### config.mk
export PLATFORM = sky130hd
export DESIGN_NAME = mlt_ctrl
export DESIGN_NICKNAME = d
export VERILOG_FILES = /design/src/rtl/core/mlt_pkg.sv /design/src/rtl/core/mlt_ctrl.sv
export VERILOG_INCLUDE_DIRS = /design/src /design/src/rtl/core
export SDC_FILE = /design/constraint.sdc
export NUM_CORES = 1
export LEC_CHECK = 0
export ABC_AREA = 0
export ABC_CLOCK_PERIOD_IN_PS = 1900
export BUFFER_PORTS_ARGS = -buffer_cell sky130_fd_sc_hd__buf_2
export CAP_MARGIN = 40
export CELL_PAD_IN_SITES_DETAIL_PLACEMENT = 0
export CELL_PAD_IN_SITES_GLOBAL_PLACEMENT = 1
export CORE_MARGIN = 2
export CORE_UTILIZATION = 34
export CTS_BUF_LIST = sky130_fd_sc_hd__clkbuf_2
export CTS_CLUSTER_DIAMETER = 30
export CTS_CLUSTER_SIZE = 8
export DETAILED_ROUTE_END_ITERATION = 7
export GPL_TIMING_DRIVEN = 0
export PLACE_DENSITY = 0.82
export SLEW_MARGIN = 20
export SYNTH_ARGS = -nofsm -noshare
export SYNTH_HDL_FRONTEND = slang
export SYNTH_SLANG_ARGS = --single-unit
### constraint.sdc
create_clock -name clk -period 1.9 [get_ports clk]
set_input_delay 0.38 -clock clk [delete_from_list [all_inputs] [get_ports clk]]
set_output_delay 0.38 -clock clk [all_outputs]
set_load 0.005 [all_outputs]
### src/rtl/core/assert_macros.svh
// Assertion macros shared by the RTL files of the learning table.
`ifndef ASSERT_MACROS_SVH
`define ASSERT_MACROS_SVH

// Same-cycle implication, disabled while reset is high.
`define CHK_SAME(lbl, clk, rst, ante, cons, msg) \
  lbl: assert property (@(posedge clk) disable iff (rst) (ante) |-> (cons)) \
    else $error(msg);

// Next-cycle implication, disabled while reset is high.
`define CHK_NEXT(lbl, clk, rst, ante, cons, msg) \
  lbl: assert property (@(posedge clk) disable iff (rst) (ante) |=> (cons)) \
    else $error(msg);

`endif

### src/rtl/core/mlt_pkg.sv
// Types and constants shared by the MAC learning table modules.
`timescale 1ns / 1ps
package mlt_pkg;

  localparam int MAC_W   = 48;
  localparam int HOUR_W  = 5;
  localparam int MIN_W   = 6;
  localparam int SEC_W   = 6;
  localparam int TIME_W  = HOUR_W + MIN_W + SEC_W;
  localparam int FRAME_W = 32;
  localparam int SLOT_W  = 10;
  localparam int CFG_W   = 11;
  localparam int FUNC_W  = 2;
  localparam int STAT_W  = 3;
  localparam int IN_W    = 72;
  localparam int OUT_W   = 64;

  localparam logic [63:0] MIX_C1 = 64'hff51afd7ed558ccd;
  localparam logic [63:0] MIX_C2 = 64'hc4ceb9fe1a85ec53;
  localparam int MIX_SHIFT = 33;

  localparam logic [CFG_W-1:0] MAX_ENTRIES_RST = 11'd819;

  localparam logic [FUNC_W-1:0] FUNC_UPSERT = 2'd0;
  localparam logic [FUNC_W-1:0] FUNC_LOOKUP = 2'd1;
  localparam logic [FUNC_W-1:0] FUNC_COUNT  = 2'd2;

  localparam logic [STAT_W-1:0] STAT_UPDATED  = 3'd0;
  localparam logic [STAT_W-1:0] STAT_INSERTED = 3'd1;
  localparam logic [STAT_W-1:0] STAT_FOUND    = 3'd2;
  localparam logic [STAT_W-1:0] STAT_MISSING  = 3'd3;
  localparam logic [STAT_W-1:0] STAT_FULL     = 3'd4;

  typedef struct packed {
    logic               valid;
    logic [MAC_W-1:0]   key;
    logic [TIME_W-1:0]  tm;
    logic [FRAME_W-1:0] frame;
  } mlt_entry_t;

  typedef struct packed {
    logic              load;
    logic              mul_en;
    logic [1:0]        mul_phase;
    logic              mul_sel;
    logic              mix;
    logic              seed;
    logic              step;
    logic              rd;
    logic              latch;
    logic              wr;
    logic              clr_wr;
    logic              cnt_inc;
    logic              res_load;
    logic              res_entry;
    logic [STAT_W-1:0] res_status;
  } mlt_cmd_t;

  typedef struct packed {
    logic              hit;
    logic              empty;
    logic              last;
    logic              full;
    logic [FUNC_W-1:0] func;
    logic              out_busy;
  } mlt_stat_t;

endpackage

### src/rtl/core/mlt_ctrl.sv
// Controller state machine: hash sequencing, probing, writes and result hand-off.
`timescale 1ns / 1ps
module mlt_ctrl (
  input  logic               clk,
  input  logic               rst,
  input  logic               in_valid,
  output logic               in_ready,
  input  mlt_pkg::mlt_stat_t st,
  output mlt_pkg::mlt_cmd_t  cmd
);
  import mlt_pkg::*;

  `include "assert_macros.svh"

  typedef enum logic [8:0] {
    S_CLEAR = 9'b000000001,
    S_IDLE  = 9'b000000010,
    S_MUL   = 9'b000000100,
    S_MIX   = 9'b000001000,
    S_SEED  = 9'b000010000,
    S_RD    = 9'b000100000,
    S_CHK   = 9'b001000000,
    S_WRITE = 9'b010000000,
    S_RESP  = 9'b100000000
  } state_t;

  state_t            state, state_next;
  logic [1:0]        phase, phase_next;
  logic              csel, csel_next;
  logic [STAT_W-1:0] res_status, res_status_next;
  logic              res_entry, res_entry_next;

  assign in_ready = (state == S_IDLE);

  always_comb begin
    cmd             = '0;
    state_next      = state;
    phase_next      = phase;
    csel_next       = csel;
    res_status_next = res_status;
    res_entry_next  = res_entry;
    cmd.res_status  = res_status;
    cmd.res_entry   = res_entry;
    cmd.mul_phase   = phase;
    cmd.mul_sel     = csel;
    unique case (state)
      S_CLEAR: begin
        cmd.clr_wr = 1'b1;
        if (st.last) begin
          state_next = S_IDLE;
        end
      end
      S_IDLE: begin
        if (in_valid) begin
          cmd.load   = 1'b1;
          phase_next = 2'd0;
          csel_next  = 1'b0;
          state_next = S_MUL;
        end
      end
      S_MUL: begin
        cmd.mul_en = 1'b1;
        phase_next = phase + 2'd1;
        if (phase == 2'd3) begin
          state_next = S_MIX;
        end
      end
      S_MIX: begin
        cmd.mix = 1'b1;
        if (csel) begin
          state_next = S_SEED;
        end else begin
          csel_next  = 1'b1;
          state_next = S_MUL;
        end
      end
      S_SEED: begin
        cmd.seed   = 1'b1;
        state_next = S_RD;
      end
      S_RD: begin
        cmd.rd     = 1'b1;
        state_next = S_CHK;
      end
      S_CHK: begin
        cmd.latch = 1'b1;
        if (st.hit) begin
          res_entry_next = 1'b1;
          if (st.func == FUNC_UPSERT) begin
            res_status_next = STAT_UPDATED;
            state_next      = S_WRITE;
          end else if (st.func == FUNC_COUNT) begin
            res_status_next = STAT_FOUND;
            state_next      = S_WRITE;
          end else begin
            res_status_next = STAT_FOUND;
            state_next      = S_RESP;
          end
        end else if (st.empty || st.last) begin
          // A miss on the last probe means every slot holds another key.
          if (st.func == FUNC_UPSERT && st.empty && !st.full) begin
            res_entry_next  = 1'b1;
            res_status_next = STAT_INSERTED;
            state_next      = S_WRITE;
          end else begin
            res_entry_next  = 1'b0;
            res_status_next = (st.func == FUNC_UPSERT) ? STAT_FULL : STAT_MISSING;
            state_next      = S_RESP;
          end
        end else begin
          cmd.step   = 1'b1;
          state_next = S_RD;
        end
      end
      S_WRITE: begin
        cmd.wr      = 1'b1;
        cmd.cnt_inc = (res_status == STAT_INSERTED);
        state_next  = S_RESP;
      end
      S_RESP: begin
        if (!st.out_busy) begin
          cmd.res_load = 1'b1;
          state_next   = S_IDLE;
        end
      end
      default: begin
        state_next = S_IDLE;
      end
    endcase
  end

  always_ff @(posedge clk) begin
    if (rst) begin
      state      <= S_CLEAR;
      phase      <= 2'd0;
      csel       <= 1'b0;
      res_status <= STAT_MISSING;
      res_entry  <= 1'b0;
    end else begin
      state      <= state_next;
      phase      <= phase_next;
      csel       <= csel_next;
      res_status <= res_status_next;
      res_entry  <= res_entry_next;
    end
  end

  `CHK_NEXT(a_accept_hash, clk, rst, in_valid && in_ready, state == S_MUL, "accept did not start hash")
  `CHK_SAME(a_resp_free, clk, rst, cmd.res_load, !st.out_busy, "result loaded over pending one")
  `CHK_SAME(a_insert_room, clk, rst, cmd.cnt_inc, !st.full, "insert past entry limit")

endmodule

==> out/metrics.cfg <==
[run_status]
status = finished, violations left
violations = negative setup slack

[clocking]
ctsHoldBuffers = 0
cts_tree = done
ctsHtreeMaxLevel = 1
cts.sinks = 16
clk_latency_ns = 0.29
numCtsBuffers = 3
cts-root-buf = clkbuf_2
clkTransAtPathRegs_ns = 0.16
cts_max_path_buffers = 2

[die]
die_h_microns = 57.3
core_area_sq_um = 2730
ioPinCount = 29
fp.dieArea_sq_um = 3280
die_x_microns = 57.3
rows = 19
initial_core_util_pct = 35.3

[setup_path]
r2r-start = state[4]
worstSetupPathDepth = 4
critPathMaxFanout = 5
slowest_delay_ns = 0.52
rr_endpoint = state[4]
arrival_ns = 1.84
crit_top_cell = or4_4
rr_worst_depth = 7
critPathKind = reg2out
r2r_slack_ns = -0.22
crit_family = simple AND/OR/NAND/NOR gates
critPathRequiredTime_ns = 1.52
startpoint_type = flip-flop
startpoint = state[4]
worst_setup_path_end_kind = output port
critical_path.slowest_cell = or4_4
crit_chain = or4_4, or4_4, inv_2, buf_2
worstSetupEndpoint = cmd[16]
worst-path-buf-inv = 2

[logic_synthesis]
ys.flop_type = dfxtp_1
post_synth.cell_area_avg_sq_um = 7.98
synth_edf_count = 0
synth_cell_type_count = 43
netlist.area_leader.share_pct = 33.2
synth_warnings = 0
synthCells = 121
synthTopCellsByArea = dfxtp_1 33%, nor2_1 6.6%, nor4b_1 5.4%
syn_area_sq_um = 966
synth_seq_area_share_pct = 33.2
ys_ff_latch = 16
synth.largest_area_cell = dfxtp_1
synth_nets = 132
async_flop_share_pct = 0

[detailed_routing]
wl_per_cell_microns = 14.1
drtIter0Drc = 34
avgViaCountPerCell = 5.36
antenna_left = 0
drt_wl_total_microns = 2850
drtPass1Iterations = 4
drc = 0
num_vias = 1082

[power_and_ir_drop]
ir_worst_vdd_v = 0.000309
p_leak_nw = 0.699
power_density_nw_per_um2 = 441
totalPowerFinal_uw = 660

[global_route]
grt_max_degree = 11
antenna_found_initial = 0
grt_first_pass_wirelength_microns = 4270
grt_pass1_vias = 963
grt_usage_pct = 16.3
grt.overflow.total = 0

[finish]
layout-drive-gt1-share_pct = 56.1
layout.nets = 184
final_cell_mix = 26 x buf_2, 16 x buf_4, 14 x nor2_1
n_antenna_cell = 0
n_fill_cell = 240
final_cell_count_no_fill = 202
layout_commonest_cell = buf_2
area_growth_pct = 54.8

[sta]
final.period_utilization_pct = 117
slew_violations = 0
slew_headroom_pct = 71.6
setup_ws_ns = -0.319
min_period_ns = 2.22
max_clock_freq_mhz = 451
worst_pin_slew_ns = 0.426
hold_viol_final = 0
finalSetupViolCount = 14
rsz0062_at_grt = yes
fin_skew_ns = 0.00605

[place]
dp.cells = 180
post-place-ws_ns = -0.138
dp_hpwl_microns = 1800
io_buffers = 28
routabilityCongestion = 0.861

[run]
cap_violations = 0

[min_path]
min_path_type = in2reg

## layout make-up
class	count	area, sq um	area share, %
well taps	31	38.8	2.59
clock buffers	3	15.0	1.00
flip-flops and latches	16	342	22.8
multi-input cells	92	687	45.9
inverters	5	18.8	1.26
repair buffers	51	363	24.3
plain buffers	4	31.3	2.09
## per-layer routing
metal	global-route usage (%)	part of all wire, %	vias to the layer above
met5	0	0	-
met4	7.31	1.7	0
met3	1.59	4.3	6
met2	26.6	48	28
met1	21.9	46	513
li1	-	-	535
## Yosys cell counts (2+ instances only)
library cell / n
a211o_1: 2
a21oi_1: 7
and4_1: 2
buf_4: 4
dfxtp_1: 16
inv_1: 5
nand2_1: 11
nand2b_1: 3
nand3_1: 2
nand3b_1: 2
nand4_1: 2
nand4b_1: 2
nor2_1: 17
nor3_1: 6
nor4_1: 3
nor4b_1: 6
o21ai_0: 2
or2_1: 2
or2_2: 2
or4_1: 2
## report_power, final
| group | leakage [nW] | internal, mW | switching [mW] |
|---|---|---|---|
| Combinational | 0.552 | 0.0864 | 0.0743 |
| Sequential | 0.135 | 0.337 | 0.00753 |
| Clock | 0.0125 | 0.0431 | 0.111 |
| Total | 0.699 | 0.467 | 0.193 |
## stage by stage
stage / hold slack [ns] / TNS (ns) / instance area [sq um] / util (%)
2_1_floorplan: 0.432 / -0.0355 / 985 / -
3_3_place_gp: 0.441 / -0.461 / 1160 / 42.6
3_5_place_dp: 0.455 / -0.551 / 1160 / 42.6
4_1_cts: 0.289 / -2.06 / 1330 / 48.7
5_1_grt: 0.299 / -3.00 / 1500 / 54.7
6_report: 0.282 / -1.88 / 1500 / 54.7
## how the worst min path moves through the flow
stage               from        end  slack (ns)  depth (start not counted)
3_3_place_gp   res_entry  res_entry        0.44                          2
2_1_floorplan  res_entry  res_entry        0.43                          2
6_report             rst   state[6]        0.28                          2
5_1_grt              rst   state[6]        0.30                          2
4_1_cts              rst   state[7]        0.29                          2
3_5_place_dp   res_entry  res_entry        0.46                          2
## worst reg2reg max path: stages, from the launching register on
cell,delay (ns)
dfxtp_4,0.41
or4_4,0.52
or4_4,0.46
buf_4,0.16
buf_6,0.12
o221ai_4,0.19
or2_1,0.15
nor2_1,0.04
## cell families after synthesis
group,share of synthesized area (%)
flip-flops,33.2
buffers and inverters,8.16
AO/OA/AOI/OAI,11.9
XOR/XNOR,1.81
AND/OR/NAND/NOR,43.7
adder cells (fa/ha/maj),1.30
## sequential cells by signal (all words and copies together), names as in the netlist
signal and cells:
res_entry 1, phase 2, state 9, res_status 3, csel 1
## timing repair
action | in CTS | in global routing
resized for setup | 28 | 22
pin swaps | 10 | 9
setup endpoints to repair | 17 | 19
setup buffers | 21 | 8
(Power assumes the default switching activity.)
