--- src/rtl/core/assert_macros.svh ---
// Assertion macros shared by the RTL files of the learning table.
`ifndef ASSERT_MACROS_SVH
`define ASSERT_MACROS_SVH

// Same-cycle implication, disabled while reset is high.
`define CHK_SAME(lbl, clk, rst, ante, cons, msg) \
  lbl: assert property (@(posedge clk) disable iff (rst) (ante) |-> (cons)) \
    else $error(msg);

// Next-cycle implication, disabled while reset is high.
`define CHK_NEXT(lbl, clk, rst, ante, cons, msg) \
  lbl: assert property (@(posedge clk) disable iff (rst) (ante) |=> (cons)) \
    else $error(msg);

`endif

--- src/rtl/core/mlt_pkg.sv ---
// Types and constants shared by the MAC learning table modules.
`timescale 1ns / 1ps
package mlt_pkg;

  localparam int MAC_W   = 48;
  localparam int HOUR_W  = 5;
  localparam int MIN_W   = 6;
  localparam int SEC_W   = 6;
  localparam int TIME_W  = HOUR_W + MIN_W + SEC_W;
  localparam int FRAME_W = 32;
  localparam int SLOT_W  = 10;
  localparam int CFG_W   = 11;
  localparam int FUNC_W  = 2;
  localparam int STAT_W  = 3;
  localparam int IN_W    = 72;
  localparam int OUT_W   = 64;

  localparam logic [63:0] MIX_C1 = 64'hff51afd7ed558ccd;
  localparam logic [63:0] MIX_C2 = 64'hc4ceb9fe1a85ec53;
  localparam int MIX_SHIFT = 33;

  localparam logic [CFG_W-1:0] MAX_ENTRIES_RST = 11'd819;

  localparam logic [FUNC_W-1:0] FUNC_UPSERT = 2'd0;
  localparam logic [FUNC_W-1:0] FUNC_LOOKUP = 2'd1;
  localparam logic [FUNC_W-1:0] FUNC_COUNT  = 2'd2;

  localparam logic [STAT_W-1:0] STAT_UPDATED  = 3'd0;
  localparam logic [STAT_W-1:0] STAT_INSERTED = 3'd1;
  localparam logic [STAT_W-1:0] STAT_FOUND    = 3'd2;
  localparam logic [STAT_W-1:0] STAT_MISSING  = 3'd3;
  localparam logic [STAT_W-1:0] STAT_FULL     = 3'd4;

  typedef struct packed {
    logic               valid;
    logic [MAC_W-1:0]   key;
    logic [TIME_W-1:0]  tm;
    logic [FRAME_W-1:0] frame;
  } mlt_entry_t;

  typedef struct packed {
    logic              load;
    logic              mul_en;
    logic [1:0]        mul_phase;
    logic              mul_sel;
    logic              mix;
    logic              seed;
    logic              step;
    logic              rd;
    logic              latch;
    logic              wr;
    logic              clr_wr;
    logic              cnt_inc;
    logic              res_load;
    logic              res_entry;
    logic [STAT_W-1:0] res_status;
  } mlt_cmd_t;

  typedef struct packed {
    logic              hit;
    logic              empty;
    logic              last;
    logic              full;
    logic [FUNC_W-1:0] func;
    logic              out_busy;
  } mlt_stat_t;

endpackage

--- src/rtl/core/mlt_dp.sv ---
// Datapath: hash unit, probe index, entry registers, limit check and result register.
`timescale 1ns / 1ps
module mlt_dp #(
  parameter int TABLE_SLOTS = 1024
) (
  input  logic                                    clk,
  input  logic                                    rst,
  input  mlt_pkg::mlt_cmd_t                       cmd,
  output mlt_pkg::mlt_stat_t                      st,
  input  logic [mlt_pkg::IN_W-1:0]                in_data,
  input  logic [mlt_pkg::FUNC_W-1:0]              in_user,
  input  logic                                    cfg_valid,
  input  logic [mlt_pkg::CFG_W-1:0]               cfg_data,
  output logic                                    out_valid,
  input  logic                                    out_ready,
  output logic [mlt_pkg::OUT_W-1:0]               out_data,
  output logic [mlt_pkg::STAT_W-1:0]              out_user,
  output logic                                    ram_we,
  output logic [$clog2(TABLE_SLOTS)-1:0]          ram_waddr,
  output logic [$bits(mlt_pkg::mlt_entry_t)-1:0]  ram_wdata,
  output logic                                    ram_re,
  output logic [$clog2(TABLE_SLOTS)-1:0]          ram_raddr,
  input  logic [$bits(mlt_pkg::mlt_entry_t)-1:0]  ram_rdata
);
  import mlt_pkg::*;

  `include "assert_macros.svh"

  localparam int IW = $clog2(TABLE_SLOTS);
  localparam int CW = $clog2(TABLE_SLOTS + 1);
  localparam int EW = (CW > CFG_W) ? CW : CFG_W;

  logic [MAC_W-1:0]   key;
  logic [TIME_W-1:0]  tm;
  logic [FUNC_W-1:0]  func;
  logic [63:0]        h;
  logic [63:0]        acc;
  logic [63:0]        prod;
  logic [63:0]        kext;
  logic [63:0]        mconst;
  logic [31:0]        a_half, b_half;
  logic [IW-1:0]      idx;
  logic [IW-1:0]      n;
  logic [CW-1:0]      count;
  logic [CFG_W-1:0]   max_entries;
  logic [TIME_W-1:0]  ent_time;
  logic [FRAME_W-1:0] ent_frame;
  mlt_entry_t         rd;
  mlt_entry_t         wr_ent;

  logic [SLOT_W-1:0]  o_slot;
  logic [TIME_W-1:0]  o_time;
  logic [FRAME_W-1:0] o_frame;
  logic [STAT_W-1:0]  o_status;

  assign kext   = {{(64 - MAC_W){1'b0}}, in_data[MAC_W-1:0]};
  assign mconst = cmd.mul_sel ? MIX_C2 : MIX_C1;
  assign a_half = (cmd.mul_phase == 2'd2) ? h[63:32] : h[31:0];
  assign b_half = (cmd.mul_phase == 2'd1) ? mconst[63:32] : mconst[31:0];

  assign rd = mlt_entry_t'(ram_rdata);

  // The low 64 bits of the product are built from three 32x32 partial products.
  always_ff @(posedge clk) begin
    if (cmd.load) begin
      key  <= in_data[MAC_W-1:0];
      tm   <= {in_data[52:48], in_data[58:53], in_data[64:59]};
      func <= in_user;
      h    <= kext ^ (kext >> MIX_SHIFT);
    end else if (cmd.mix) begin
      h <= acc ^ (acc >> MIX_SHIFT);
    end
    if (cmd.mul_en) begin
      prod <= a_half * b_half;
      unique case (cmd.mul_phase)
        2'd0: acc <= acc;
        2'd1: acc <= prod;
        2'd2: acc <= acc + {prod[31:0], 32'h0};
        2'd3: acc <= acc + {prod[31:0], 32'h0};
        default: acc <= acc;
      endcase
    end
    if (cmd.latch) begin
      if (st.hit) begin
        ent_time  <= (func == FUNC_UPSERT) ? tm : rd.tm;
        ent_frame <= (func == FUNC_COUNT) ? rd.frame + 32'd1 : rd.frame;
      end else begin
        ent_time  <= tm;
        ent_frame <= 32'd1;
      end
    end
  end

  always_ff @(posedge clk) begin
    if (rst) begin
      idx         <= '0;
      n           <= '0;
      count       <= '0;
      max_entries <= MAX_ENTRIES_RST;
    end else begin
      if (cmd.seed) begin
        idx <= h[IW-1:0];
        n   <= '0;
      end else if (cmd.step || cmd.clr_wr) begin
        idx <= idx + 1'b1;
        n   <= n + 1'b1;
      end
      if (cmd.cnt_inc) begin
        count <= count + 1'b1;
      end
      if (cfg_valid) begin
        max_entries <= cfg_data;
      end
    end
  end

  assign st.hit      = rd.valid && (rd.key == key);
  assign st.empty    = !rd.valid;
  assign st.last     = &n;
  assign st.full     = (EW'(count) >= EW'(max_entries)) || (count == CW'(TABLE_SLOTS));
  assign st.func     = func;
  assign st.out_busy = out_valid && !out_ready;

  assign wr_ent.valid = 1'b1;
  assign wr_ent.key   = key;
  assign wr_ent.tm    = ent_time;
  assign wr_ent.frame = ent_frame;

  assign ram_we    = cmd.wr || cmd.clr_wr;
  assign ram_waddr = idx;
  assign ram_wdata = cmd.clr_wr ? '0 : wr_ent;
  assign ram_re    = cmd.rd;
  assign ram_raddr = idx;

  always_ff @(posedge clk) begin
    if (rst) begin
      out_valid <= 1'b0;
    end else if (cmd.res_load) begin
      out_valid <= 1'b1;
    end else if (out_ready) begin
      out_valid <= 1'b0;
    end
  end

  always_ff @(posedge clk) begin
    if (cmd.res_load) begin
      o_status <= cmd.res_status;
      if (cmd.res_entry) begin
        o_slot  <= SLOT_W'(idx);
        o_time  <= ent_time;
        o_frame <= ent_frame;
      end else begin
        o_slot  <= '0;
        o_time  <= '0;
        o_frame <= '0;
      end
    end
  end

  assign out_data = {{(OUT_W - SLOT_W - TIME_W - FRAME_W){1'b0}}, o_frame,
                     o_time[SEC_W-1:0], o_time[SEC_W+MIN_W-1:SEC_W],
                     o_time[TIME_W-1:SEC_W+MIN_W], o_slot};
  assign out_user = o_status;

  `CHK_SAME(a_count_cap, clk, rst, 1'b1, count <= CW'(TABLE_SLOTS), "entry count past table size")
  `CHK_SAME(a_one_port, clk, rst, ram_we, !ram_re, "table read and write in one cycle")

endmodule

--- config.mk ---
export PLATFORM = sky130hd
export DESIGN_NAME = mlt_dp
export DESIGN_NICKNAME = d
export VERILOG_FILES = /design/src/rtl/core/mlt_pkg.sv /design/src/rtl/core/mlt_dp.sv
export VERILOG_INCLUDE_DIRS = /design/src /design/src/rtl/core
export SDC_FILE = /design/constraint.sdc
export NUM_CORES = 2
export LEC_CHECK = 0
export BUFFER_PORTS_ARGS = -buffer_cell sky130_fd_sc_hd__buf_2
export CORE_MARGIN = 10
export CORE_UTILIZATION = 60
export DETAILED_ROUTE_END_ITERATION = 8
export HOLD_SLACK_MARGIN = 0.02
export PLACE_DENSITY_LB_ADDON = 0.12
export SYNTH_ARGS = -nofsm -noshare
export SYNTH_HDL_FRONTEND = slang
export SYNTH_SLANG_ARGS = --single-unit
--- constraint.sdc ---
create_clock -name clk -period 14.6 [get_ports clk]
set_input_delay 2.19 -clock clk [delete_from_list [all_inputs] [get_ports clk]]
set_output_delay 2.19 -clock clk [all_outputs]
set_load 0.005 [all_outputs]
==> flow_summary.json <==
{
  "avgViaCountPerCell": 5.74,
  "finClkSkew_ns": 0.0446,
  "cp_data_required_time_ns": 14.94,
  "routabilityCongestion": 1.05,
  "yosys.area.top_type": "fa_1",
  "status": "finished, final reports clean",
  "die_y_um": 307,
  "end_kind": "flip-flop",
  "yosys_register_bits": 413,
  "io_pins": 400,
  "synthCells": 4783,
  "initial_utilization_pct": 60.3,
  "fin_crit_sh_pct": 84.6,
  "async_flop_share_pct": 0,
  "period_minus_slack_ns": 12.35,
  "dp_hpwl_um": 138000,
  "vias": 35700,
  "hold_violations": 0,
  "setup_violations": 0,
  "overflow": 0,
  "critPathKind": "in2reg",
  "worst_skew_pair.late_latency_ns": 0.61,
  "path_clk_slew_ns": 0.06,
  "clock_sinks": 413,
  "worst_pin_slew_ns": 1.07,
  "synth_seq_area_share_pct": 24.3,
  "num-nets-final": 6497,
  "areaGrowthSynthToFinish_pct": 9.18,
  "ctsHoldBuffers": 0,
  "min_path_type": "reg2reg",
  "avgSynthCellArea_um2": 10.3,
  "cp.arrival_ns": 12.69,
  "maxSlewViolCount": 0,
  "grtUsageTotal_pct": 34.7,
  "synth_commonest_cells": "inv_1 (989), fa_1 (772), ha_1 (404)",
  "yosysMostFrequentCell": "inv_1",
  "wl_um": 162000,
  "rsz0062_at_grt": "false",
  "antenna_found_initial": 10,
  "ant_nets": 0,
  "start_kind": "input port",
  "drive_gt1_share_pct": 12.4,
  "yosys_warnings": 0,
  "critical_path.max_fanout": 33,
  "synth-edff-count": 370,
  "die_w_um": 307,
  "cts.path.max_buffers": 3,
  "synth_top_area_share_pct": 31.3,
  "synth_area_leaders": "fa_1 (31%), edfxtp_1 (23%), ha_1 (10%)",
  "grt_pass1_vias": 36500,
  "port_buffers": 385,
  "setup_tns_ns": 0,
  "core_mm2": 0.0818,
  "grt_max_degree": 77,
  "wl_per_cell_um": 26.0,
  "drv_cap": 0,
  "numCtsBuffers": 45,
  "grt_pass1_wl_um": 239000,
  "cts-resized-gates": 0,
  "drc": 0,
  "post_cts_buffers": 0,
  "drtIter0Drc": 3604,
  "cts_root_buffer": "clkbuf_16",
  "fp.dieArea_mm2": 0.0941,
  "htree_levels": 2,
  "syn_area_mm2": 0.0494,
  "reg2reg_slack_ns": 4.88,
  "row_count": 105,
  "cts_tree": "done",
  "synth_ff_type": "edfxtp_1",
  "max_freq_mhz": 81.0,
  "relSlewSlack_pct": 26.8,
  "drt_pass1_iterations": 6,
  "ys_types": 65
}
## stage by stage
step	hold WS (ns)	utilization (%)	instance area [um^2]	setup slack [ns]	instances
6_report	0.482	65.8	53900	2.25	6229
5_1_grt	0.518	65.8	53900	2.11	6229
4_1_cts	0.487	65.8	53900	2.59	6223
3_5_place_dp	0.479	64.1	52400	2.01	6139
3_3_place_gp	0.459	64.1	52400	2.03	6139
2_1_floorplan	0.446	-	49400	3.56	4788
## layer usage
layer	global-route usage, %	vias to the layer above	wire [um]
li1	-	15700	-
met2	55.6	1839	75700
met3	6.20	391	14100
met1	44.7	17800	61900
met4	18.4	2	10400
met5	0	-	13
## final cells by class
class                   instances  area, um^2
diodes                          6        15.0
clock buffers                  58        1190
clock inverters                26         231
fillers                      6817       28000
inverters                     996        3740
multi-input cells            3217       33000
flip-flops and latches        413       12000
well taps                    1070        1340
repair buffers                443        2380
## worst max-delay path: stages
cell and delay, ns:
buf_2 0.57, clkinv_1 0.89, ha_2 0.80, nor2_1 0.64
xor2_1 0.16, ha_1 0.23, a21o_1 0.20, fa_1 0.46
fa_1 0.57, inv_1 0.07, fa_1 0.55, inv_1 0.06
fa_1 0.48, fa_1 0.51, fa_1 0.49, inv_1 0.05
fa_1 0.47, inv_1 0.04, ha_1 0.41, nand2_1 0.14
nor3_1 0.33, nand4b_1 0.23, a31oi_1 0.39, a31oi_1 0.22
o31a_1 0.43, o31ai_1 0.65, a41oi_1 0.24, xnor2_1 0.17
## placed cells by master, fill, tap and decap left out, drive strengths merged, types with 6 or more instances in the layout
cell,synthesis,final
and3,27,27
nor2b,168,168
clkinv,7,27
buf,35,443
nand2b,47,47
o21a,13,13
edfxtp,370,370
o21ai,122,122
conb,1,6
xor2,172,172
a21o,68,68
mux2i,32,32
a31oi,10,10
a211oi,7,7
nor3,23,23
inv,989,991
ha,404,404
diode,0,6
o211ai,10,10
nor2,355,355
nand3,38,38
nor4,15,15
a22oi,7,7
dfxtp,43,43
maj3,12,12
o21bai,21,21
o31ai,6,6
mux2,72,72
nand2,265,265
fa,772,772
and2,96,96
xnor2,159,159
clkbuf,127,58
a21oi,161,161
nand4,40,40
or2,42,42
## worst paths after layout
path | startpoint | end | cells past startpoint
max | cmd[13] | prod[62]$_DFFE_PP_ | 28
min | n[1]$_SDFFE_PP0P_ | n[1]$_SDFFE_PP0P_ | 2
max reg2reg | h[8]$_DFFE_PP_ | prod[62]$_DFFE_PP_ | 27
min reg2reg | n[1]$_SDFFE_PP0P_ | n[1]$_SDFFE_PP0P_ | 2
## flip-flops by register name (all words and copies together), names as in the netlist
signal and cells:
o_slot 10, out_valid 1, h 64, out_user 3, n 10, max_entries 11, count 11, key 48
func 2, tm 17, o_time 17, acc 64, o_frame 32, ram_raddr 10, prod 64, ent_time 17
ent_frame 32
## cells by family after synthesis
logic type                 share of synthesized area [%]
other                                            0.00760
and+or+nand+nor                                     11.1
AOI/OAI and AO/OA                                   5.71
buffers and inverters                               8.96
DFF                                                 24.3
muxes                                               2.30
xor gates and xnor gates                            5.87
adders and majority gates                           41.8
Power is not shown: default switching activity piles up to over one toggle a cycle in this logic, so the estimate is an artifact.
