<file path="src/rtl/core/assert_macros.svh">
// Assertion macros shared by the RTL files of the learning table.
`ifndef ASSERT_MACROS_SVH
`define ASSERT_MACROS_SVH

// Same-cycle implication, disabled while reset is high.
`define CHK_SAME(lbl, clk, rst, ante, cons, msg) \
  lbl: assert property (@(posedge clk) disable iff (rst) (ante) |-> (cons)) \
    else $error(msg);

// Next-cycle implication, disabled while reset is high.
`define CHK_NEXT(lbl, clk, rst, ante, cons, msg) \
  lbl: assert property (@(posedge clk) disable iff (rst) (ante) |=> (cons)) \
    else $error(msg);

`endif

</file>
<file path="src/rtl/core/mlt_ram.sv">
// Generic single-write, single-read RAM with registered read data.
`timescale 1ns / 1ps
module mlt_ram #(
  parameter int WIDTH = 8,
  parameter int DEPTH = 16
) (
  input  logic                     clk,
  input  logic                     we,
  input  logic [$clog2(DEPTH)-1:0] waddr,
  input  logic [WIDTH-1:0]         wdata,
  input  logic                     re,
  input  logic [$clog2(DEPTH)-1:0] raddr,
  output logic [WIDTH-1:0]         rdata
);

  logic [WIDTH-1:0] mem [DEPTH];

  always_ff @(posedge clk) begin
    if (we) begin
      mem[waddr] <= wdata;
    end
    if (re) begin
      rdata <= mem[raddr];
    end
  end

endmodule

</file>
<file path="config.mk">
export PLATFORM = sky130hd
export DESIGN_NAME = mlt_ram
export DESIGN_NICKNAME = d
export VERILOG_FILES = /design/src/rtl/core/assert_macros.svh /design/src/rtl/core/mlt_ram.sv
export SDC_FILE = /design/constraint.sdc
export NUM_CORES = 1
export LEC_CHECK = 0
export ABC_AREA = 1
export CORE_AREA = 8 8 130 132
export DETAILED_ROUTE_END_ITERATION = 6
export DIE_AREA = 0 0 138 140
export DONT_BUFFER_PORTS = 1
export PLACE_DENSITY_LB_ADDON = 0.25
export RECOVER_POWER = 50
export SLEW_MARGIN = 40
export SYNTH_ARGS = -nofsm -noshare
export SYNTH_HDL_FRONTEND = slang
export SYNTH_SLANG_ARGS = --single-unit
</file>
<file path="constraint.sdc">
create_clock -name clk -period 2.87 [get_ports clk]
set_input_delay 0.574 -clock clk [delete_from_list [all_inputs] [get_ports clk]]
set_output_delay 0.574 -clock clk [all_outputs]
set_load 0.05 [all_outputs]
</file>
==> results of run 1 <==
cell usage after synthesis:
master	number	share of area, %
buf_1	1	0.064
edfxtp_1	136	70
buf_2	13	1.1
inv_1	100	6.4
nand3_1	97	8.3
buf_6	6	1.2
inv_2	2	0.13
nand2_1	173	11
buf_4	4	0.51
nor2_1	17	1.1
nand3b_1	2	0.26
cells by family (layout without fill, tap and decap cells):
family / after synthesis / in the layout / share of synthesized area, %
flops: 136 / 136 / 69.8
simple gates: 289 / 289 / 20.8
buf+inv: 126 / 136 / 9.39
path summary, 6_finish.rpt:
kind,start,to,slack [ps],cells after the start
min,wdata[5],mem[3][5]$_DFFE_PP_,250,0
min reg2reg,mem[14][4]$_DFFE_PP_,rdata[4]$_DFFE_PP_,740,6
max,rdata[4]$_DFFE_PP_,rdata[4],1200,0
max reg2reg,mem[0][5]$_DFFE_PP_,rdata[5]$_DFFE_PP_,1650,6
sequential cells by signal, summed over array words and instances, names as in the netlist:
| name | count |
|---|---|
| rdata | 8 |
| mem | 128 |
report_power, final:
part,leakage [nW],switching (mW),internal (mW)
sequential,1.24,0.0477,2.24
clock,0.245,0.772,1.16
combinational,1.20,0.116,0.0554
cell usage in the layout (no fill, tap or decap), types with 3 or more instances in the layout:
master        n
clkbuf_1      4
clkbuf_16    17
clkinv_1      6
clkinvlp_4    3
edfxtp_1    136
inv_1       100
nand2_1     173
nand3_1      97
nor2_1       11
nor2_2        6
metrics by stage:
step / setup WS (ps) / util (%) / cell area [sq um] / power, mW / std cells
after CTS: 1180 / 43.5 / 6460 / 4.43 / 749
final: 1200 / 43.6 / 6480 / 4.40 / 749
after global placement: 860 / 40.0 / 5940 / 2.50 / 717
after detailed placement: 857 / 40.0 / 5940 / 2.50 / 717
after global routing: 1160 / 43.6 / 6480 / 4.54 / 749
after floorplan: 1350 / - / 5850 / 2.48 / 551
cell type report:
type                       count  area, sq um  share of cell area, %
sequential                   136         4080                   63.1
multi-input combinational    289         1230                   19.0
clock buffer                  20          437                   6.74
inverter                     102          383                   5.91
tap                          188          235                   3.63
clock inverter                12         85.1                   1.31
timing repair buffer           2         23.8                  0.367
layer usage:
layer | share of wire (%) | up-vias | track usage [%]
li1 | - | 1775 | -
met1 | 42 | 1782 | 17.2
met2 | 48 | 118 | 23.3
met3 | 7.5 | 23 | 4.77
met4 | 2.5 | 0 | 6.64
met5 | 0 | - | 0
==> impl_metrics.json, run 1 <==
{
  "rows": 45,
  "cts-root-buf": "clkbuf_16",
  "vias_per_cell": 4.94,
  "die_h_um": 140,
  "cts_buffers": 17,
  "drcViolationCount": 0,
  "wire_per_inst_um": 17.9,
  "cts_resized": 0,
  "drv_slew": 0,
  "clock_sinks": 136,
  "skew_ps": 4.59,
  "synth_cells": 551,
  "syn_nets": 570,
  "synth_area_sq_mm": 0.00585,
  "setup_viol_count_final": 0,
  "critPathRequiredTime_ps": 2300,
  "vias": 3698,
  "die_x_um": 138,
  "end_kind": "output pin",
  "synth_seq_cells": 136,
  "synth_warnings": 0,
  "cts_tree": "built",
  "wl_um": 13400,
  "fillerInstances": 1410,
  "ant_nets": 0,
  "yosysSeqAreaShare_pct": 69.8,
  "hpwl_um": 8160,
  "cp-start-kind": "flip-flop",
  "cap_violations": 0,
  "p_leak_nw": 2.68,
  "setup-tns-final_ps": 0,
  "cts_hold_buf": 0,
  "grt_pass1_wl_um": 21200,
  "fmaxAchievable_ghz": 0.599,
  "grt_max_degree": 66,
  "fin_crit_ps": 1670,
  "initial_core_util_pct": 39.3,
  "place.port_buffers": 0,
  "grt_pass1_vias": 3733,
  "rsz0062_at_grt": "false",
  "syn_to_final_growth_pct": 10.8,
  "min_path_type": "in -> reg",
  "overflow": 0,
  "holdWs_ps": 245,
  "core_area_sq_mm": 0.0149,
  "n_antenna_cell": 0,
  "synth.avg_cell_area_sq_um": 10.6,
  "synth_cell_types": 11,
  "finalCritPeriodShare_pct": 58.1,
  "status": "finished clean",
  "antenna_found_initial": 0,
  "p_per_area_mw_per_mm2": 679,
  "cp_max_fo": 1,
  "dr.first_iter.drc_count": 361,
  "die_area_sq_mm": 0.0193,
  "hold_viol": 0,
  "worstMarginPinSlew_ps": 812,
  "drive_gt1_share_pct": 5.70,
  "track_usage_pct": 14.4,
  "clkTransAtPathRegs_ps": 50,
  "peakVddDrop_mv": 0.398,
  "relSlewSlack_pct": 45.7,
  "post_cts_buffers": 0,
  "gp_congestion": 0.815,
  "critPathKind": "reg -> out",
  "clockBufferDepth": 2,
  "clock_latency_ps": 420,
  "io_pins": 27,
  "first_pass_iters": 5,
  "h-tree-depth": 4,
  "crit_arrival_ps": 1090,
  "nets": 567
}
No activity file was read; power rests on OpenSTA's default activity.
==> run 2: changes to the inputs <==
clock period = 1.5 ns   (was 2.87 ns; I/O delays follow)
==> impl_metrics.json, run 2 (same netlist as run 1, synthesis figures left out) <==
{
  "status": "finished clean",
  "fillerInstances": 1425,
  "drv_slew": 0,
  "post-route-util_pct": 44.6,
  "peakVddDrop_mv": 1.15,
  "cts_buffers": 17,
  "nets": 594,
  "n_antenna_cell": 0,
  "cts_hold_buf": 9,
  "io_pins": 27,
  "cts_tree": "built",
  "p_leak_nw": 2.77,
  "vias_per_cell": 4.89,
  "hpwl_um": 8310,
  "final_common_cell": "nand2_1",
  "rows": 45,
  "finalCritPeriodShare_pct": 92.6,
  "multiInputGateArea_sq_mm": 0.00121,
  "relSlewSlack_pct": 33.6,
  "dr.first_iter.drc_count": 307,
  "grt_pass1_vias": 3795,
  "grt_pass1_wl_um": 21000,
  "layout_common_cells": "173 x nand2_1, 136 x edfxtp_1, 100 x inv_1",
  "end_kind": "output pin",
  "first_pass_iters": 4,
  "largest-register": "mem",
  "wl_um": 13600,
  "cts_resized": 0,
  "vias": 3791,
  "post_cts_buffers": 0,
  "r2r_setup_slack_ps": 330,
  "clock_sinks": 136,
  "instances_no_fill": 776,
  "cp-startpoint": "rdata[1]$_DFFE_PP_",
  "regArea_sq_mm": 0.00408,
  "h-tree-depth": 4,
  "ant_nets": 0,
  "gp_congestion": 0.783,
  "worstRegToRegCells": 6,
  "fin_crit_ps": 1390,
  "clkTransAtPathRegs_ps": 60,
  "setup_viol_count_final": 0,
  "cap_violations": 0,
  "critPathRequiredTime_ps": 1200,
  "antenna_found_initial": 0,
  "cp.depth": 0,
  "drive_gt1_share_pct": 5.44,
  "critPathCapture": "rdata[1]",
  "cp-start-kind": "flip-flop",
  "crit_arrival_ps": 1090,
  "fmaxAchievable_ghz": 0.720,
  "drcViolationCount": 0,
  "overflow": 0,
  "die_x_um": 138,
  "track_usage_pct": 14.4,
  "die_area_sq_mm": 0.0193,
  "setup-tns-final_ps": 0,
  "critPathKind": "reg -> out",
  "initial_core_util_pct": 39.3,
  "syn_to_final_growth_pct": 13.5,
  "clockBufferDepth": 2,
  "die_h_um": 140,
  "place.port_buffers": 0,
  "largest_register_ffs": 128,
  "clock_latency_ps": 410,
  "wire_per_inst_um": 17.5,
  "largestRegisters": "mem x128, rdata x8",
  "grt_max_degree": 66,
  "r2r_start": "mem[1][0]$_DFFE_PP_",
  "cts-root-buf": "clkbuf_16",
  "core_area_sq_mm": 0.0149,
  "worstMarginPinSlew_ps": 996,
  "skew_ps": 9.33,
  "min_path_type": "in -> reg",
  "p_per_area_mw_per_mm2": 1280,
  "rr_endpoint": "rdata[0]$_DFFE_PP_",
  "rsz0062_at_grt": "false",
  "place_inst": 735,
  "cp_max_fo": 1,
  "hold_viol": 0
}
-- run 2: changes by cell type in the layout (fill, tap and decap cells not counted) --
| cell | before | now |
|---|---|---|
| buf_12 | 1 | 2 |
| buf_4 | 0 | 2 |
| clkbuf_1 | 4 | 19 |
| clkinv_1 | 6 | 4 |
| clkinv_2 | 2 | 7 |
| clkinvlp_4 | 3 | 1 |
| dlygate4sd3_1 | 0 | 8 |
| nor2_1 | 11 | 17 |
| nor2_2 | 6 | 0 |
-- run 2: worst min-delay path by stage --
stage	startpoint	to	slack [ps]	depth (start not counted)
finish	raddr[3]	rdata[7]$_DFFE_PP_	100	2
global route	raddr[3]	rdata[1]$_DFFE_PP_	80	2
CTS	raddr[3]	rdata[6]$_DFFE_PP_	90	2
detailed placement	wdata[3]	mem[7][3]$_DFFE_PP_	400	0
global placement	wdata[5]	mem[3][5]$_DFFE_PP_	400	0
floorplan	wdata[0]	mem[0][0]$_DFFE_PP_	400	0
-- run 2: metal layers --
metal  part of all wire [%]  up-vias  GRT usage, %  routed length [um]
met3                    5.6       14          4.39                 760
met1                     46     1846          18.2                6180
met2                     47      102          22.7                6430
li1                       -     1829             -                   -
met4                    1.3        0          5.26                 180
met5                      0        -             0                   0
-- run 2: cell type report --
type / count / share of cell area (%)
Clock buffer: 19 / 6.52
Tap cell: 188 / 3.55
Inverter: 102 / 5.77
Clock inverter: 13 / 1.32
Timing Repair Buffer: 29 / 3.00
Multi-Input combinational cell: 289 / 18.3
Sequential cell: 136 / 61.6
-- run 2: report_power, final --
part / internal, mW / switching [mW]
logic: 0.132 / 0.291
clock network: 2.23 / 1.47
registers: 4.29 / 0.0908
-- run 2: stage by stage --
| step | cell area [sq um] | hold WS (ps) | total power [mW] | setup WS (ps) |
|---|---|---|---|---|
| 6_report | 6640 | 103 | 8.50 | 110 |
| 5_1_grt | 6640 | 79.5 | 8.78 | 79.5 |
| 4_1_cts | 6700 | 85.8 | 8.56 | 99.8 |
| 3_5_place_dp | 6090 | 400 | 4.80 | 76.1 |
| 3_3_place_gp | 6090 | 401 | 4.80 | 98.3 |
| 2_1_floorplan | 5850 | 399 | 4.74 | 249 |
==> run 3: changes to the inputs <==
REMOVE_ABC_BUFFERS = 1   (was unset)
==> impl_metrics.json, run 3 (same netlist as run 1, synthesis figures left out) <==
{
  "final_common_cell": "nand2_1",
  "finalCritPeriodShare_pct": 95.0,
  "drive_gt1_share_pct": 5.44,
  "place.port_buffers": 0,
  "h-tree-depth": 4,
  "track_usage_pct": 13.9,
  "fmaxAchievable_ghz": 0.702,
  "hpwl_um": 7860,
  "post-route-util_pct": 44.9,
  "largestRegisters": "mem x128, rdata x8",
  "layout_common_cells": "173 x nand2_1, 136 x edfxtp_1, 100 x inv_1",
  "cts_resized": 0,
  "syn_to_final_growth_pct": 14.2,
  "nets": 594,
  "drv_slew": 0,
  "post_dp_cell_area_sq_mm": 0.00608,
  "antenna_found_initial": 1,
  "dr.first_iter.drc_count": 385,
  "initial_core_util_pct": 39.3,
  "setup_viol_count_final": 0,
  "min_path_type": "in -> reg",
  "status": "finished clean",
  "end_kind": "output pin",
  "overflow": 0,
  "first_pass_iters": 4,
  "clockBufferDepth": 2,
  "p_leak_nw": 2.79,
  "cts_tree": "built",
  "clock_latency_ps": 410,
  "critPathRequiredTime_ps": 1200,
  "grt_pass1_wl_um": 20600,
  "wl_um": 12900,
  "fillerInstances": 1422,
  "wire_per_inst_um": 16.7,
  "rows": 45,
  "ant_nets": 0,
  "fin_area_sq_mm": 0.00668,
  "core_area_sq_mm": 0.0149,
  "post_cts_buffers": 0,
  "io_pins": 27,
  "die_h_um": 140,
  "peakVddDrop_mv": 0.798,
  "cts-root-buf": "clkbuf_16",
  "power_mw": 8.77,
  "worstMarginPinSlew_ps": 691,
  "die_area_sq_mm": 0.0193,
  "cp_max_fo": 1,
  "largest-register": "mem",
  "fin_crit_ps": 1420,
  "relSlewSlack_pct": 53.9,
  "vias": 3642,
  "skew_ps": 8.72,
  "drcViolationCount": 0,
  "die_x_um": 138,
  "critPathKind": "reg -> out",
  "vias_per_cell": 4.69,
  "cap_violations": 0,
  "cts_buffers": 17,
  "grt_pass1_vias": 3677,
  "largest_register_ffs": 128,
  "grt_max_degree": 66,
  "clkTransAtPathRegs_ps": 60,
  "setup-tns-final_ps": 0,
  "cts_hold_buf": 9,
  "p_per_area_mw_per_mm2": 1310,
  "hold_viol": 0,
  "crit_arrival_ps": 1120,
  "rsz0062_at_grt": "false",
  "gp_congestion": 0.754,
  "cp-start-kind": "flip-flop",
  "clock_sinks": 136
}
-- run 3: cell types whose count changed in the layout (fill, tap and decap cells not counted) --
cell | previous run | this run
buf_12 | 2 | 1
clkinvlp_4 | 1 | 0
dlygate4sd3_1 | 8 | 9
clkinv_2 | 7 | 6
diode_2 | 0 | 1
buf_4 | 2 | 3
bufinv_16 | 1 | 3
clkbuf_1 | 19 | 18
-- run 3: path summary, 6_finish.rpt --
kind	start	endpoint	slack, ps	depth (start not counted)
worst max register to register	mem[12][3]$_DFFE_PP_	rdata[3]$_DFFE_PP_	440	6
worst min-delay path	raddr[3]	rdata[4]$_DFFE_PP_	120	2
worst min register to register	mem[15][4]$_DFFE_PP_	rdata[4]$_DFFE_PP_	750	6
worst max-delay path	rdata[4]$_DFFE_PP_	rdata[4]	80	0
-- run 3: layer usage --
layer	routed length, um	vias up	track usage, %
li1	-	1831	-
met1	5750	1715	17.8
met2	6230	88	22.1
met3	811	8	2.84
met4	146	0	6.69
met5	0	-	0
-- run 3: report_power, final --
| group | switching, mW | internal [mW] |
|---|---|---|
| combinational | 0.267 | 0.129 |
| sequential | 0.0928 | 4.29 |
| clock | 1.43 | 2.57 |
-- run 3: area by class of cell --
type	instances	area, sq um	share of cell area, %
clock inverter	13	135	2.02
tap	188	235	3.52
antenna	1	2.50	0.0375
timing repair buffer	29	193	2.88
inverter	102	383	5.73
sequential	136	4080	61.1
clock buffer	19	433	6.48
multi-input combinational	289	1210	18.2
-- run 3: metrics by stage --
stage	worst slack (ps)	hold WS [ps]	instances
detailed placement	145	400	735
global placement	155	400	735
floorplan	79.4	399	527
CTS	64.3	110	776
global route	50.5	124	777
finish	75.1	119	777
